**src/assert_macros.svh**
```systemverilog
// shared assertion helpers
`ifndef ASSERT_MACROS_SVH
`define ASSERT_MACROS_SVH

`ifndef ASSERT_OFF

`define HRHP_ASSERT(lbl, clk, rst, prop) \
   lbl: assert property (@(posedge clk) disable iff (rst) prop) \
      else $error("assertion failed");

`define HRHP_ASSERT_NEVER(lbl, clk, rst, cond) \
   lbl: assert property (@(posedge clk) disable iff (rst) !(cond)) \
      else $error("forbidden condition seen");

`else

`define HRHP_ASSERT(lbl, clk, rst, prop)

`define HRHP_ASSERT_NEVER(lbl, clk, rst, cond)

`endif

`endif

```
**src/hrhp_pkg.sv**
```systemverilog
package hrhp_pkg;

   localparam int METH_COUNT = 7;
   localparam int METH_MAX   = 7;

   localparam logic [3:0] PH_METHOD     = 4'd0;
   localparam logic [3:0] PH_URL        = 4'd1;
   localparam logic [3:0] PH_VERSION    = 4'd2;
   localparam logic [3:0] PH_VER_SKIP   = 4'd3;
   localparam logic [3:0] PH_KEY_FIRST  = 4'd4;
   localparam logic [3:0] PH_KEY        = 4'd5;
   localparam logic [3:0] PH_COLON_SKIP = 4'd6;
   localparam logic [3:0] PH_VALUE      = 4'd7;
   localparam logic [3:0] PH_VAL_SKIP   = 4'd8;
   localparam logic [3:0] PH_LINE_CHECK = 4'd9;
   localparam logic [3:0] PH_END_SKIP   = 4'd10;
   localparam logic [3:0] PH_BODY       = 4'd11;

   localparam logic [2:0] ROLE_METHOD  = 3'd0;
   localparam logic [2:0] ROLE_URL     = 3'd1;
   localparam logic [2:0] ROLE_VERSION = 3'd2;
   localparam logic [2:0] ROLE_KEY     = 3'd3;
   localparam logic [2:0] ROLE_VALUE   = 3'd4;
   localparam logic [2:0] ROLE_BODY    = 3'd5;
   localparam logic [2:0] ROLE_SKIP    = 3'd6;

   localparam logic [2:0] CODE_ERROR = 3'd7;

   localparam logic [7:0] CHAR_SPACE = 8'h20;
   localparam logic [7:0] CHAR_COLON = 8'h3a;
   localparam logic [7:0] CHAR_CR    = 8'h0d;
   localparam logic [7:0] CHAR_LF    = 8'h0a;

   localparam logic [METH_COUNT-1:0] CAND_ALL = '1;

   // method names, in match priority order
   localparam logic [7:0] METH_TEXT [METH_COUNT][METH_MAX] = '{
      '{"G", "E", "T", 8'h00, 8'h00, 8'h00, 8'h00},
      '{"P", "O", "S", "T", 8'h00, 8'h00, 8'h00},
      '{"H", "E", "A", "D", 8'h00, 8'h00, 8'h00},
      '{"P", "U", "T", 8'h00, 8'h00, 8'h00, 8'h00},
      '{"D", "E", "L", "E", "T", "E", 8'h00},
      '{"O", "P", "T", "I", "O", "N", "S"},
      '{"P", "A", "T", "C", "H", 8'h00, 8'h00}
   };

   localparam logic [2:0] METH_LEN [METH_COUNT] = '{
      3'd3, 3'd4, 3'd4, 3'd3, 3'd6, 3'd7, 3'd5
   };

   typedef struct packed {
      logic [2:0] role;
      logic       field_start;
   } tag_type;

endpackage

```
**src/hrhp_if.sv**
```systemverilog
interface hrhp_req_if;
   logic       valid;
   logic       ready;
   logic [7:0] data_byte;
   logic       last_byte;

   modport source (output valid, data_byte, last_byte, input ready);
   modport sink (input valid, data_byte, last_byte, output ready);
endinterface

interface hrhp_rsp_if;
   logic       valid;
   logic       ready;
   logic [7:0] byte_out;
   logic [2:0] role;
   logic       field_start;
   logic [2:0] method_code;
   logic       last_out;

   modport source (output valid, byte_out, role, field_start, method_code, last_out,
                   input ready);
   modport sink (input valid, byte_out, role, field_start, method_code, last_out,
                 output ready);
endinterface

```
**src/http_request_head_parser_unit.sv**
```systemverilog
// HTTP request head tagger: each request byte is passed through with its role (method, url,
// version, header key, header value, body or skipped delimiter), a field start flag and the
// method code found by prefix match of the first seven bytes. A byte with last_byte set ends
// the request and the next byte starts a new one. One byte is taken every clock cycle while
// results are taken; a byte's result is offered from the result register, which is loaded
// from the input register when the byte advances, and the tagging state is updated
// in the single step between the two registers. A result held by the sink holds a byte in the
// input register, and the request side then stalls for as long as the result waits.
`include "assert_macros.svh"

module http_request_head_parser_unit (
   input  logic            clock,
   input  logic            reset,
   hrhp_req_if.sink        req_bus,
   hrhp_rsp_if.source      rsp_bus
);

   logic              in_valid_ff;
   logic [7:0]        in_data_ff;
   logic              in_last_ff;
   logic              advance;
   logic [2:0]        method_code;
   hrhp_pkg::tag_type tag;

   logic              out_valid_ff;
   logic [7:0]        out_byte_ff;
   hrhp_pkg::tag_type out_tag_ff;
   logic [2:0]        out_code_ff;
   logic              out_last_ff;

   assign advance       = in_valid_ff && (!out_valid_ff || rsp_bus.ready);
   assign req_bus.ready = !in_valid_ff || advance;

   // input register
   always_ff @(posedge clock) begin
      if (reset) begin
         in_valid_ff <= 1'b0;
      end else if (req_bus.ready) begin
         in_valid_ff <= req_bus.valid;
      end
   end

   always_ff @(posedge clock) begin
      if (req_bus.ready && req_bus.valid) begin
         in_data_ff <= req_bus.data_byte;
         in_last_ff <= req_bus.last_byte;
      end
   end

   hrhp_method_match u_match (
      .clock       (clock),
      .reset       (reset),
      .advance     (advance),
      .data_byte   (in_data_ff),
      .last_byte   (in_last_ff),
      .method_code (method_code)
   );

   hrhp_phase_fsm u_phase (
      .clock     (clock),
      .reset     (reset),
      .advance   (advance),
      .data_byte (in_data_ff),
      .last_byte (in_last_ff),
      .tag       (tag)
   );

   // result register
   always_ff @(posedge clock) begin
      if (reset) begin
         out_valid_ff <= 1'b0;
      end else if (advance) begin
         out_valid_ff <= 1'b1;
      end else if (rsp_bus.ready) begin
         out_valid_ff <= 1'b0;
      end
   end

   always_ff @(posedge clock) begin
      if (advance) begin
         out_byte_ff <= in_data_ff;
         out_tag_ff  <= tag;
         out_code_ff <= method_code;
         out_last_ff <= in_last_ff;
      end
   end

   assign rsp_bus.valid       = out_valid_ff;
   assign rsp_bus.byte_out    = out_byte_ff;
   assign rsp_bus.role        = out_tag_ff.role;
   assign rsp_bus.field_start = out_tag_ff.field_start;
   assign rsp_bus.method_code = out_code_ff;
   assign rsp_bus.last_out    = out_last_ff;

   `HRHP_ASSERT(a_stalled_input_blocks, clock, reset,
      in_valid_ff && !advance |-> !req_bus.ready)
   `HRHP_ASSERT(a_held_result_stable, clock, reset,
      out_valid_ff && !rsp_bus.ready |=> out_valid_ff && $stable(out_byte_ff))
   `HRHP_ASSERT_NEVER(a_no_start_on_method_or_skip, clock, reset,
      out_valid_ff && out_tag_ff.field_start &&
      (out_tag_ff.role == hrhp_pkg::ROLE_METHOD || out_tag_ff.role == hrhp_pkg::ROLE_SKIP))

endmodule

```
**src/hrhp_method_match.sv**
```systemverilog
`include "assert_macros.svh"

module hrhp_method_match (
   input  logic       clock,
   input  logic       reset,
   input  logic       advance,
   input  logic [7:0] data_byte,
   input  logic       last_byte,
   output logic [2:0] method_code
);

   logic [hrhp_pkg::METH_COUNT-1:0] cand_ff;
   logic [hrhp_pkg::METH_COUNT-1:0] cand_in;
   logic [2:0]                      pos_ff;
   logic [2:0]                      pos_in;
   logic [2:0]                      seen;
   logic [hrhp_pkg::METH_COUNT-1:0] cand_now;

   always_comb begin
      cand_now = cand_ff;
      seen     = 3'd7;
      if (pos_ff != 3'd7) begin
         seen = pos_ff + 3'd1;
         for (int c = 0; c < hrhp_pkg::METH_COUNT; c++) begin
            if (pos_ff < hrhp_pkg::METH_LEN[c] && data_byte != hrhp_pkg::METH_TEXT[c][pos_ff]) begin
               cand_now[c] = 1'b0;
            end
         end
      end
      // lowest index wins
      method_code = hrhp_pkg::CODE_ERROR;
      for (int c = hrhp_pkg::METH_COUNT - 1; c >= 0; c--) begin
         if (cand_now[c] && hrhp_pkg::METH_LEN[c] <= seen) begin
            method_code = 3'(c);
         end
      end
   end

   always_comb begin
      cand_in = cand_ff;
      pos_in  = pos_ff;
      if (advance) begin
         if (last_byte) begin
            cand_in = hrhp_pkg::CAND_ALL;
            pos_in  = 3'd0;
         end else begin
            cand_in = cand_now;
            pos_in  = seen;
         end
      end
   end

   always_ff @(posedge clock) begin
      if (reset) begin
         cand_ff <= hrhp_pkg::CAND_ALL;
         pos_ff  <= 3'd0;
      end else begin
         cand_ff <= cand_in;
         pos_ff  <= pos_in;
      end
   end

   `HRHP_ASSERT(a_match_restart, clock, reset,
      advance && last_byte |=> cand_ff == hrhp_pkg::CAND_ALL && pos_ff == 3'd0)
   `HRHP_ASSERT(a_cand_shrinks, clock, reset,
      advance && !last_byte |=> (cand_ff & ~$past(cand_ff)) == '0)

endmodule

```
**src/hrhp_phase_fsm.sv**
```systemverilog
`include "assert_macros.svh"

module hrhp_phase_fsm (
   input  logic              clock,
   input  logic              reset,
   input  logic              advance,
   input  logic [7:0]        data_byte,
   input  logic              last_byte,
   output hrhp_pkg::tag_type tag
);

   logic [3:0] phase_ff;
   logic [3:0] phase_in;
   logic       open_ff;
   logic       open_in;
   logic [3:0] phase_nxt;
   logic       open_nxt;
   logic       is_sp;
   logic       is_cr;
   logic       is_lf;

   assign is_sp = data_byte == hrhp_pkg::CHAR_SPACE;
   assign is_cr = data_byte == hrhp_pkg::CHAR_CR;
   assign is_lf = data_byte == hrhp_pkg::CHAR_LF;

   always_comb begin
      tag.role        = hrhp_pkg::ROLE_SKIP;
      tag.field_start = 1'b0;
      phase_nxt       = phase_ff;
      open_nxt        = open_ff;
      unique case (phase_ff)
         hrhp_pkg::PH_METHOD: begin
            if (is_sp) begin
               phase_nxt = hrhp_pkg::PH_URL;
               open_nxt  = 1'b0;
            end else begin
               tag.role = hrhp_pkg::ROLE_METHOD;
            end
         end
         hrhp_pkg::PH_URL: begin
            if (is_sp) begin
               phase_nxt = hrhp_pkg::PH_VERSION;
               open_nxt  = 1'b0;
            end else begin
               tag.role        = hrhp_pkg::ROLE_URL;
               tag.field_start = !open_ff;
               open_nxt        = 1'b1;
            end
         end
         hrhp_pkg::PH_VERSION: begin
            if (is_cr) begin
               phase_nxt = hrhp_pkg::PH_VER_SKIP;
               open_nxt  = 1'b0;
            end else if (is_lf) begin
               phase_nxt = hrhp_pkg::PH_KEY_FIRST;
               open_nxt  = 1'b0;
            end else begin
               tag.role        = hrhp_pkg::ROLE_VERSION;
               tag.field_start = !open_ff;
               open_nxt        = 1'b1;
            end
         end
         hrhp_pkg::PH_VER_SKIP: begin
            phase_nxt = hrhp_pkg::PH_KEY_FIRST;
            open_nxt  = 1'b0;
         end
         hrhp_pkg::PH_KEY_FIRST: begin
            tag.role        = hrhp_pkg::ROLE_KEY;
            tag.field_start = 1'b1;
            phase_nxt       = hrhp_pkg::PH_KEY;
            open_nxt        = 1'b0;
         end
         hrhp_pkg::PH_KEY: begin
            if (data_byte == hrhp_pkg::CHAR_COLON) begin
               phase_nxt = hrhp_pkg::PH_COLON_SKIP;
               open_nxt  = 1'b0;
            end else begin
               tag.role = hrhp_pkg::ROLE_KEY;
            end
         end
         hrhp_pkg::PH_COLON_SKIP: begin
            phase_nxt = hrhp_pkg::PH_VALUE;
            open_nxt  = 1'b0;
         end
         hrhp_pkg::PH_VALUE: begin
            if (is_cr) begin
               phase_nxt = hrhp_pkg::PH_VAL_SKIP;
               open_nxt  = 1'b0;
            end else if (is_lf) begin
               phase_nxt = hrhp_pkg::PH_LINE_CHECK;
               open_nxt  = 1'b0;
            end else begin
               tag.role        = hrhp_pkg::ROLE_VALUE;
               tag.field_start = !open_ff;
               open_nxt        = 1'b1;
            end
         end
         hrhp_pkg::PH_VAL_SKIP: begin
            phase_nxt = hrhp_pkg::PH_LINE_CHECK;
            open_nxt  = 1'b0;
         end
         hrhp_pkg::PH_LINE_CHECK: begin
            if (is_cr) begin
               phase_nxt = hrhp_pkg::PH_END_SKIP;
               open_nxt  = 1'b0;
            end else if (is_lf) begin
               phase_nxt = hrhp_pkg::PH_BODY;
               open_nxt  = 1'b0;
            end else begin
               tag.role        = hrhp_pkg::ROLE_KEY;
               tag.field_start = 1'b1;
               phase_nxt       = hrhp_pkg::PH_KEY;
               open_nxt        = 1'b0;
            end
         end
         hrhp_pkg::PH_END_SKIP: begin
            phase_nxt = hrhp_pkg::PH_BODY;
            open_nxt  = 1'b0;
         end
         default: begin
            phase_nxt       = hrhp_pkg::PH_BODY;
            tag.role        = hrhp_pkg::ROLE_BODY;
            tag.field_start = !open_ff;
            open_nxt        = 1'b1;
         end
      endcase
   end

   always_comb begin
      phase_in = phase_ff;
      open_in  = open_ff;
      if (advance) begin
         if (last_byte) begin
            phase_in = hrhp_pkg::PH_METHOD;
            open_in  = 1'b0;
         end else begin
            phase_in = phase_nxt;
            open_in  = open_nxt;
         end
      end
   end

   always_ff @(posedge clock) begin
      if (reset) begin
         phase_ff <= hrhp_pkg::PH_METHOD;
         open_ff  <= 1'b0;
      end else begin
         phase_ff <= phase_in;
         open_ff  <= open_in;
      end
   end

   `HRHP_ASSERT(a_phase_restart, clock, reset,
      advance && last_byte |=> phase_ff == hrhp_pkg::PH_METHOD && !open_ff)
   `HRHP_ASSERT_NEVER(a_no_phase_beyond_body, clock, reset, phase_ff > hrhp_pkg::PH_BODY)

endmodule

```
**src/flat_wrapper.sv**
```systemverilog
// flat-port wrapper written by rule: the top's interface ports become plain ports
module http_request_head_parser_unit_flat 
  (clock, reset, req_bus_valid, req_bus_data_byte, req_bus_last_byte, req_bus_ready, rsp_bus_valid, rsp_bus_byte_out, rsp_bus_role, rsp_bus_field_start, rsp_bus_method_code, rsp_bus_last_out, rsp_bus_ready);
  hrhp_req_if req_bus_i ();
  hrhp_rsp_if rsp_bus_i ();
  input  logic clock;
  input  logic reset;
  input wire logic [$bits(req_bus_i.valid)-1:0] req_bus_valid;
  input wire logic [$bits(req_bus_i.data_byte)-1:0] req_bus_data_byte;
  input wire logic [$bits(req_bus_i.last_byte)-1:0] req_bus_last_byte;
  output wire logic [$bits(req_bus_i.ready)-1:0] req_bus_ready;
  output wire logic [$bits(rsp_bus_i.valid)-1:0] rsp_bus_valid;
  output wire logic [$bits(rsp_bus_i.byte_out)-1:0] rsp_bus_byte_out;
  output wire logic [$bits(rsp_bus_i.role)-1:0] rsp_bus_role;
  output wire logic [$bits(rsp_bus_i.field_start)-1:0] rsp_bus_field_start;
  output wire logic [$bits(rsp_bus_i.method_code)-1:0] rsp_bus_method_code;
  output wire logic [$bits(rsp_bus_i.last_out)-1:0] rsp_bus_last_out;
  input wire logic [$bits(rsp_bus_i.ready)-1:0] rsp_bus_ready;
  assign req_bus_i.valid = req_bus_valid;
  assign req_bus_i.data_byte = req_bus_data_byte;
  assign req_bus_i.last_byte = req_bus_last_byte;
  assign req_bus_ready = req_bus_i.ready;
  assign rsp_bus_valid = rsp_bus_i.valid;
  assign rsp_bus_byte_out = rsp_bus_i.byte_out;
  assign rsp_bus_role = rsp_bus_i.role;
  assign rsp_bus_field_start = rsp_bus_i.field_start;
  assign rsp_bus_method_code = rsp_bus_i.method_code;
  assign rsp_bus_last_out = rsp_bus_i.last_out;
  assign rsp_bus_i.ready = rsp_bus_ready;
  http_request_head_parser_unit u_core (.clock(clock), .reset(reset), .req_bus(req_bus_i), .rsp_bus(rsp_bus_i));
endmodule
```
**config.mk**
```make
export PLATFORM = sky130hd
export DESIGN_NAME = http_request_head_parser_unit_flat
export DESIGN_NICKNAME = d
export VERILOG_FILES = /design/src/hrhp_pkg.sv /design/src/hrhp_if.sv /design/src/http_request_head_parser_unit.sv /design/src/hrhp_method_match.sv /design/src/hrhp_phase_fsm.sv /design/src/flat_wrapper.sv
export VERILOG_INCLUDE_DIRS = /design/src /design/src/src
export SDC_FILE = /design/constraint.sdc
export NUM_CORES = 1
export LEC_CHECK = 0
export ABC_CLOCK_PERIOD_IN_PS = 3100
export BUFFER_PORTS_ARGS = -buffer_cell sky130_fd_sc_hd__buf_2
export CORE_MARGIN = 10
export CORE_UTILIZATION = 59
export CTS_BUF_LIST = sky130_fd_sc_hd__clkbuf_4 sky130_fd_sc_hd__clkbuf_8 sky130_fd_sc_hd__clkbuf_16
export CTS_CLUSTER_SIZE = 28
export DETAILED_ROUTE_END_ITERATION = 8
export GPL_TIMING_DRIVEN = 0
export PLACE_DENSITY = 0.85
export SETUP_SLACK_MARGIN = 0.05
export SYNTH_ARGS = -nofsm -noshare
export SYNTH_HDL_FRONTEND = slang
export SYNTH_SLANG_ARGS = --single-unit
export TNS_END_PERCENT = 5
```
**constraint.sdc**
```tcl
create_clock -name clock -period 3.1 [get_ports clock]
set_clock_uncertainty 0.1 [all_clocks]
set_input_delay 0.31 -clock clock [delete_from_list [all_inputs] [get_ports clock]]
set_output_delay 0.31 -clock clock [all_outputs]
set_load 0.02 [all_outputs]
```
==> impl_metrics.json, run 1 <==
{
  "status": "finished clean",
  "fp.dieH_um": 88.4,
  "n_antenna_cell": 0,
  "cpLargestDelayFamily": "compound AO/OA/AOI/OAI gates",
  "dr.pass1.iters": 5,
  "synth_seq_cells": 42,
  "crit_path_start_kind": "register",
  "cp_max_fo": 10,
  "cts_root_buf": "clkbuf_8",
  "fin_crit_sh_pct": 93.9,
  "place.gp.congestion": 0.896,
  "drive_above_1_share_pct": 17.9,
  "die_w_um": 88.4,
  "drt_iter0_drc": 199,
  "grt_pass1_vias": 2394,
  "r2r_slack_ns": 0.19,
  "tritoncts": "yes",
  "via_count": 2546,
  "antenna_found_initial": 0,
  "num_io_pins": 31,
  "cts_buffer_depth": 2,
  "rsz0062_at_grt": "no",
  "cts_max_level": 2,
  "worstSetupPathType": "register to register",
  "dpl.hpwl_um": 4860,
  "yosysMostFrequentCell": "edfxtp_1",
  "syn_inst": 304,
  "r2r_start": "u_core.u_match.pos_ff[0]",
  "hold_buffers": 0,
  "reg2reg_to": "u_core.rsp_bus.method_code[0]",
  "ant_nets": 0,
  "clk_pin_slew_ns": 0.09,
  "path_cells": "clkbuf_4, inv_1, ha_1, nor2b_1, a2111oi_1, o2111ai_1, a221oi_2, a41o_1, a221oi_1",
  "clk_latency_ns": 0.31,
  "hp-start": "req_bus_data_byte[6]",
  "postCtsSetupBuffers": 0,
  "initial_core_util_pct": 62.2,
  "placed_cells": 386,
  "period_minus_slack_ns": 2.91,
  "yosys-top-cells-count": "25 x edfxtp_1, 24 x nor2_1, 21 x a21oi_1, 18 x nand2_1, 17 x dfxtp_1",
  "pwr_density_cell_nw_per_um2": 383,
  "synth_top_area_cell": "edfxtp_1",
  "ir_drop_v": 0.000227,
  "hold_viol_final": 0,
  "ys_dominant_reg_cell": "edfxtp_1",
  "synth_warnings": 0,
  "fp-row-count": 24,
  "endpoint_kind": "register",
  "ys_seq_area_share_pct": 39.5,
  "critPathRequiredTime_ns": 3.05,
  "post-route-drc-count": 0,
  "critPathMaxStageDelay_ns": 0.46,
  "reg2regPathDepth": 9,
  "cts_buffers": 5,
  "hold_path_class": "input port to register",
  "ctsResizeCount": 3,
  "maxSlewHeadroom_pct": 45.5,
  "p_leak_nw": 1.18,
  "grt-ovfl-total": 0,
  "critPathSlowestCell": "a2111oi_1",
  "die_area_um2": 7820,
  "report.final.slew_viol_count": 0,
  "arrival_ns": 2.86,
  "postSynthAreaPerCell_um2": 9.09,
  "io_buffers": 30,
  "coreArea_um2": 4440,
  "cts_sinks": 42,
  "drt_wl_total_um": 6940,
  "grtUsageTotal_pct": 18.7,
  "synth_area_um2": 2760,
  "hold_depth": 1,
  "hold_end": "u_core.in_data_ff[6]",
  "vias_per_cell": 6.48,
  "tightest_slew_ns": 0.813,
  "wire_per_inst_um": 17.7,
  "fmax_ghz": 0.344,
  "finalSetupViolCount": 0,
  "maxCapViolCount": 0,
  "yosysUniqueCellTypes": 70,
  "finalNetCount": 360,
  "synthArstFlopShare_pct": 0,
  "netlist.area_leader.share_pct": 27.2,
  "grt_pass1_wl_um": 11800,
  "synth_area_leaders": "edfxtp_1 27%, dfxtp_1 12%, a21oi_1 3.8%",
  "area_growth_pct": 12.0,
  "synth_edf_count": 25,
  "fin_cells": 393,
  "synth_nets": 324,
  "worst-path-buf-inv": 2,
  "grt_start_max_net_pins": 24,
  "final_util_pct": 69.6
}
-- sequential cells by signal, summed over array words and instances, names as in the netlist, 3 cells and up --
signal and count:
u_core.u_match.cand_ff 7, u_core.rsp_bus.method_code 3, u_core.u_match.pos_ff 3, u_core.u_phase.phase_ff 4, u_core.rsp_bus.byte_out 8, u_core.in_data_ff 8
u_core.rsp_bus.role 3
-- logic make-up after synthesis --
kind of cell | Yosys count | synth area share (%)
xor gates and xnor gates | 13 | 4.12
buffers and inverters | 36 | 5.52
muxes | 6 | 2.17
DFF | 42 | 39.5
adders and majority gates | 8 | 3.53
AOI/OAI and AO/OA | 95 | 24.5
and+or+nand+nor | 104 | 20.7
-- power by group --
group          switching, mW  total [mW]  internal, mW  leakage [nW]
Clock                  0.221       0.390         0.169        0.0506
Combinational         0.0999       0.161        0.0613         0.759
Sequential            0.0172       0.634         0.617         0.369
-- per-layer routing --
layer,part of all wire (%),wire (µm),GRT usage (%),up-vias
met5,0,0,0,-
met4,1.8,128,5.87,0
met3,7.7,531,4.23,18
met2,50,3450,32.0,119
met1,41,2830,22.9,1216
li1,-,-,-,1193
-- worst max path at each step --
stage | start | end | cells after the start
after floorplan | u_core.u_match.pos_ff[1] | u_core.rsp_bus.method_code[0] | 9
after global placement | u_core.u_match.pos_ff[1] | u_core.rsp_bus.method_code[0] | 10
after detailed placement | u_core.u_match.pos_ff[1] | u_core.rsp_bus.method_code[0] | 10
after CTS | u_core.u_match.pos_ff[0] | u_core.rsp_bus.method_code[0] | 9
after global routing | u_core.u_match.pos_ff[1] | u_core.rsp_bus.method_code[0] | 9
final | u_core.u_match.pos_ff[0] | u_core.rsp_bus.method_code[0] | 9
-- stage by stage --
| step | setup WS (ns) | TNS, ns | instance area, µm² | power (mW) | hold slack, ns |
|---|---|---|---|---|---|
| 4_1_cts | 0.106 | 0 | 3080 | 1.18 | 0.0671 |
| 2_1_floorplan | 0.437 | 0 | 2760 | 0.755 | 0.309 |
| 6_report | 0.190 | 0 | 3090 | 1.19 | 0.0697 |
| 3_5_place_dp | -0.120 | -0.120 | 2980 | 0.802 | 0.348 |
| 3_3_place_gp | -0.0742 | -0.0742 | 2980 | 0.798 | 0.342 |
| 5_1_grt | 0.0565 | 0 | 3090 | 1.23 | 0.0668 |
-- worst reg2reg max path, stage by stage, from the launching register on --
cell,delay (ns)
dfxtp_2,0.45
clkbuf_4,0.26
inv_1,0.13
ha_1,0.28
nor2b_1,0.15
a2111oi_1,0.46
o2111ai_1,0.25
a221oi_2,0.35
a41o_1,0.15
a221oi_1,0.07
-- final cells by class --
| cell class | instances | area [µm²] |
|---|---|---|
| Clock buffer | 5 | 68.8 |
| Tap cell | 52 | 65.1 |
| Inverter | 13 | 48.8 |
| Multi-Input combinational cell | 226 | 1540 |
| Fill cell | 365 | 1350 |
| Clock inverter | 3 | 28.8 |
| Timing Repair Buffer | 30 | 150 |
| Sequential cell | 42 | 1090 |
| Buffer | 22 | 104 |
-- cells in the final DEF (no fill, tap or decap), types with 4 or more instances in the layout --
| cell | count |
|---|---|
| a211oi_1 | 4 |
| a21oi_1 | 21 |
| a2bb2oi_1 | 4 |
| a31oi_1 | 8 |
| and2_1 | 4 |
| buf_2 | 37 |
| clkbuf_1 | 10 |
| clkbuf_8 | 5 |
| dfxtp_1 | 16 |
| edfxtp_1 | 25 |
| ha_1 | 6 |
| inv_1 | 11 |
| mux2i_1 | 6 |
| nand2_1 | 18 |
| nand2b_1 | 11 |
| nand3_1 | 6 |
| nand3b_1 | 4 |
| nor2_1 | 24 |
| nor2b_1 | 12 |
| nor3_1 | 5 |
| o21ai_0 | 16 |
| o31ai_1 | 7 |
| xnor2_1 | 8 |
| xor2_1 | 5 |
Power figures use the tool's default switching activity.
==> run 2, diff against run 1 <==
Settings changed: CORE_UTILIZATION 59 to 25, PLACE_DENSITY 0.85 to 0.46.
==> impl_metrics.json, run 2 (synthesized netlist as in run 1, its figures left out) <==
{
  "status": "finished clean",
  "via_count": 2393,
  "vias_per_cell": 4.98,
  "drt_iter0_drc": 230,
  "final_cell_mix": "38 x buf_2, 25 x edfxtp_1, 24 x nor2_1",
  "finalNetCount": 360,
  "final_common_cell": "buf_2",
  "grt_pass1_wl_um": 12300,
  "dr.pass1.iters": 4,
  "fmax_ghz": 0.343,
  "worstSetupPathType": "register to register",
  "cts_buffers": 5,
  "cts_max_level": 2,
  "hold_path_class": "input port to register",
  "critPathRequiredTime_ns": 3.05,
  "fp.dieH_um": 125,
  "maxSlewHeadroom_pct": 36.6,
  "arrival_ns": 2.87,
  "endpoint_kind": "register",
  "maxCapViolCount": 0,
  "whs_ns": 0.0899,
  "die_area_um2": 15700,
  "fin_area_um2": 3230,
  "hold_viol_final": 0,
  "tightest_slew_ns": 0.945,
  "clk_latency_ns": 0.29,
  "num_io_pins": 31,
  "cpLargestDelayFamily": "compound AO/OA/AOI/OAI gates",
  "postCtsSetupBuffers": 0,
  "drive_above_1_share_pct": 18.2,
  "report.final.slew_viol_count": 0,
  "worst-path-buf-inv": 2,
  "path_cells": "buf_2, inv_1, ha_1, nor2b_1, a2111oi_0, o2111ai_1, a221oi_2, nand3b_1, a21oi_1",
  "critPathMaxStageDelay_ns": 0.44,
  "cp_num_cells": 9,
  "tritoncts": "yes",
  "post-route-drc-count": 0,
  "fp-row-count": 38,
  "dpl.hpwl_um": 5500,
  "grt-ovfl-total": 0,
  "wire_per_inst_um": 15.8,
  "critPathSlowestCell": "dfxtp_2",
  "cts_root_buf": "clkbuf_8",
  "pwr_density_cell_nw_per_um2": 377,
  "ant_nets": 0,
  "cts_buffer_depth": 2,
  "grt_start_max_net_pins": 24,
  "die_w_um": 125,
  "final.setup.tns_ns": 0,
  "drt_wl_total_um": 7580,
  "cts_sinks": 42,
  "n_antenna_cell": 0,
  "multi_input_area_um2": 1550,
  "p_leak_nw": 1.19,
  "antenna_found_initial": 0,
  "reg2regPathDepth": 9,
  "grt_pass1_vias": 2259,
  "hold_buffers": 0,
  "grtUsageTotal_pct": 9.36,
  "coreArea_um2": 10800,
  "ir_drop_v": 0.000158,
  "area_growth_pct": 16.7,
  "cp_max_fo": 10,
  "fin_crit_sh_pct": 94.1,
  "io_buffers": 30,
  "rsz0062_at_grt": "yes",
  "finalSetupViolCount": 0,
  "initial_core_util_pct": 25.5,
  "place.gp.congestion": 0.879,
  "clk_pin_slew_ns": 0.08,
  "place_area_um2": 3090,
  "area.sequential_um2": 1090,
  "fillers": 1152,
  "crit_path_start_kind": "register",
  "hold_depth": 1,
  "period_minus_slack_ns": 2.92
}
[run 2: final cells by class]
type / count / share of cell area [%]
clock buffers: 8 / 3.37
repair buffers: 30 / 4.65
plain buffers: 22 / 3.14
inverters: 13 / 1.51
flip-flops and latches: 42 / 33.9
multi-input cells: 226 / 48.0
well taps: 140 / 5.43
[run 2: worst register-to-register path: cells and delay by family (launching register included)]
kind,cells,cell delay (ns)
buffers and inverters,2,0.45
adder cells (fa/ha/maj),1,0.28
AO/OA/AOI/OAI,4,1.09
AND/OR/NAND/NOR,2,0.31
flip-flops,1,0.44
[run 2: final timing paths]
check                       startpoint                            end  slack (ns)
max           u_core.u_match.pos_ff[0]  u_core.rsp_bus.method_code[1]        0.18
min               req_bus_data_byte[2]           u_core.in_data_ff[2]        0.09
max reg2reg   u_core.u_match.pos_ff[0]  u_core.rsp_bus.method_code[1]        0.18
min reg2reg  u_core.u_match.cand_ff[1]      u_core.u_match.cand_ff[1]        0.36
[run 2: timing repair]
action	CTS	global route
setup endpoints to repair	3	4
hold endpoints to repair	0	0
resized for setup	3	4
pin swaps	0	0
[run 2: power breakdown]
part           switching, mW  total (mW)  internal, mW  leakage (nW)
logic                  0.100       0.163        0.0626         0.761
clock network          0.194       0.420         0.226        0.0575
registers             0.0164       0.634         0.617         0.369
total                  0.311        1.22         0.906          1.19
[run 2: metal layers]
metal  up-vias  routed length, µm  GRT usage, %
li1       1203                  -             -
met1      1131               3360          11.7
met2        53               3800          16.0
met3         6                334          1.86
met4         0                 78          2.64
met5         -                  0             0
[run 2: stage by stage]
step	std cells	worst slack, ns	power, mW	util [%]
global placement	474	-0.329	0.806	28.5
CTS	481	0.0693	1.23	29.5
finish	481	0.184	1.22	29.8
detailed placement	474	-0.314	0.806	28.5
global route	481	0.0128	1.28	29.8
floorplan	304	0.437	0.755	-
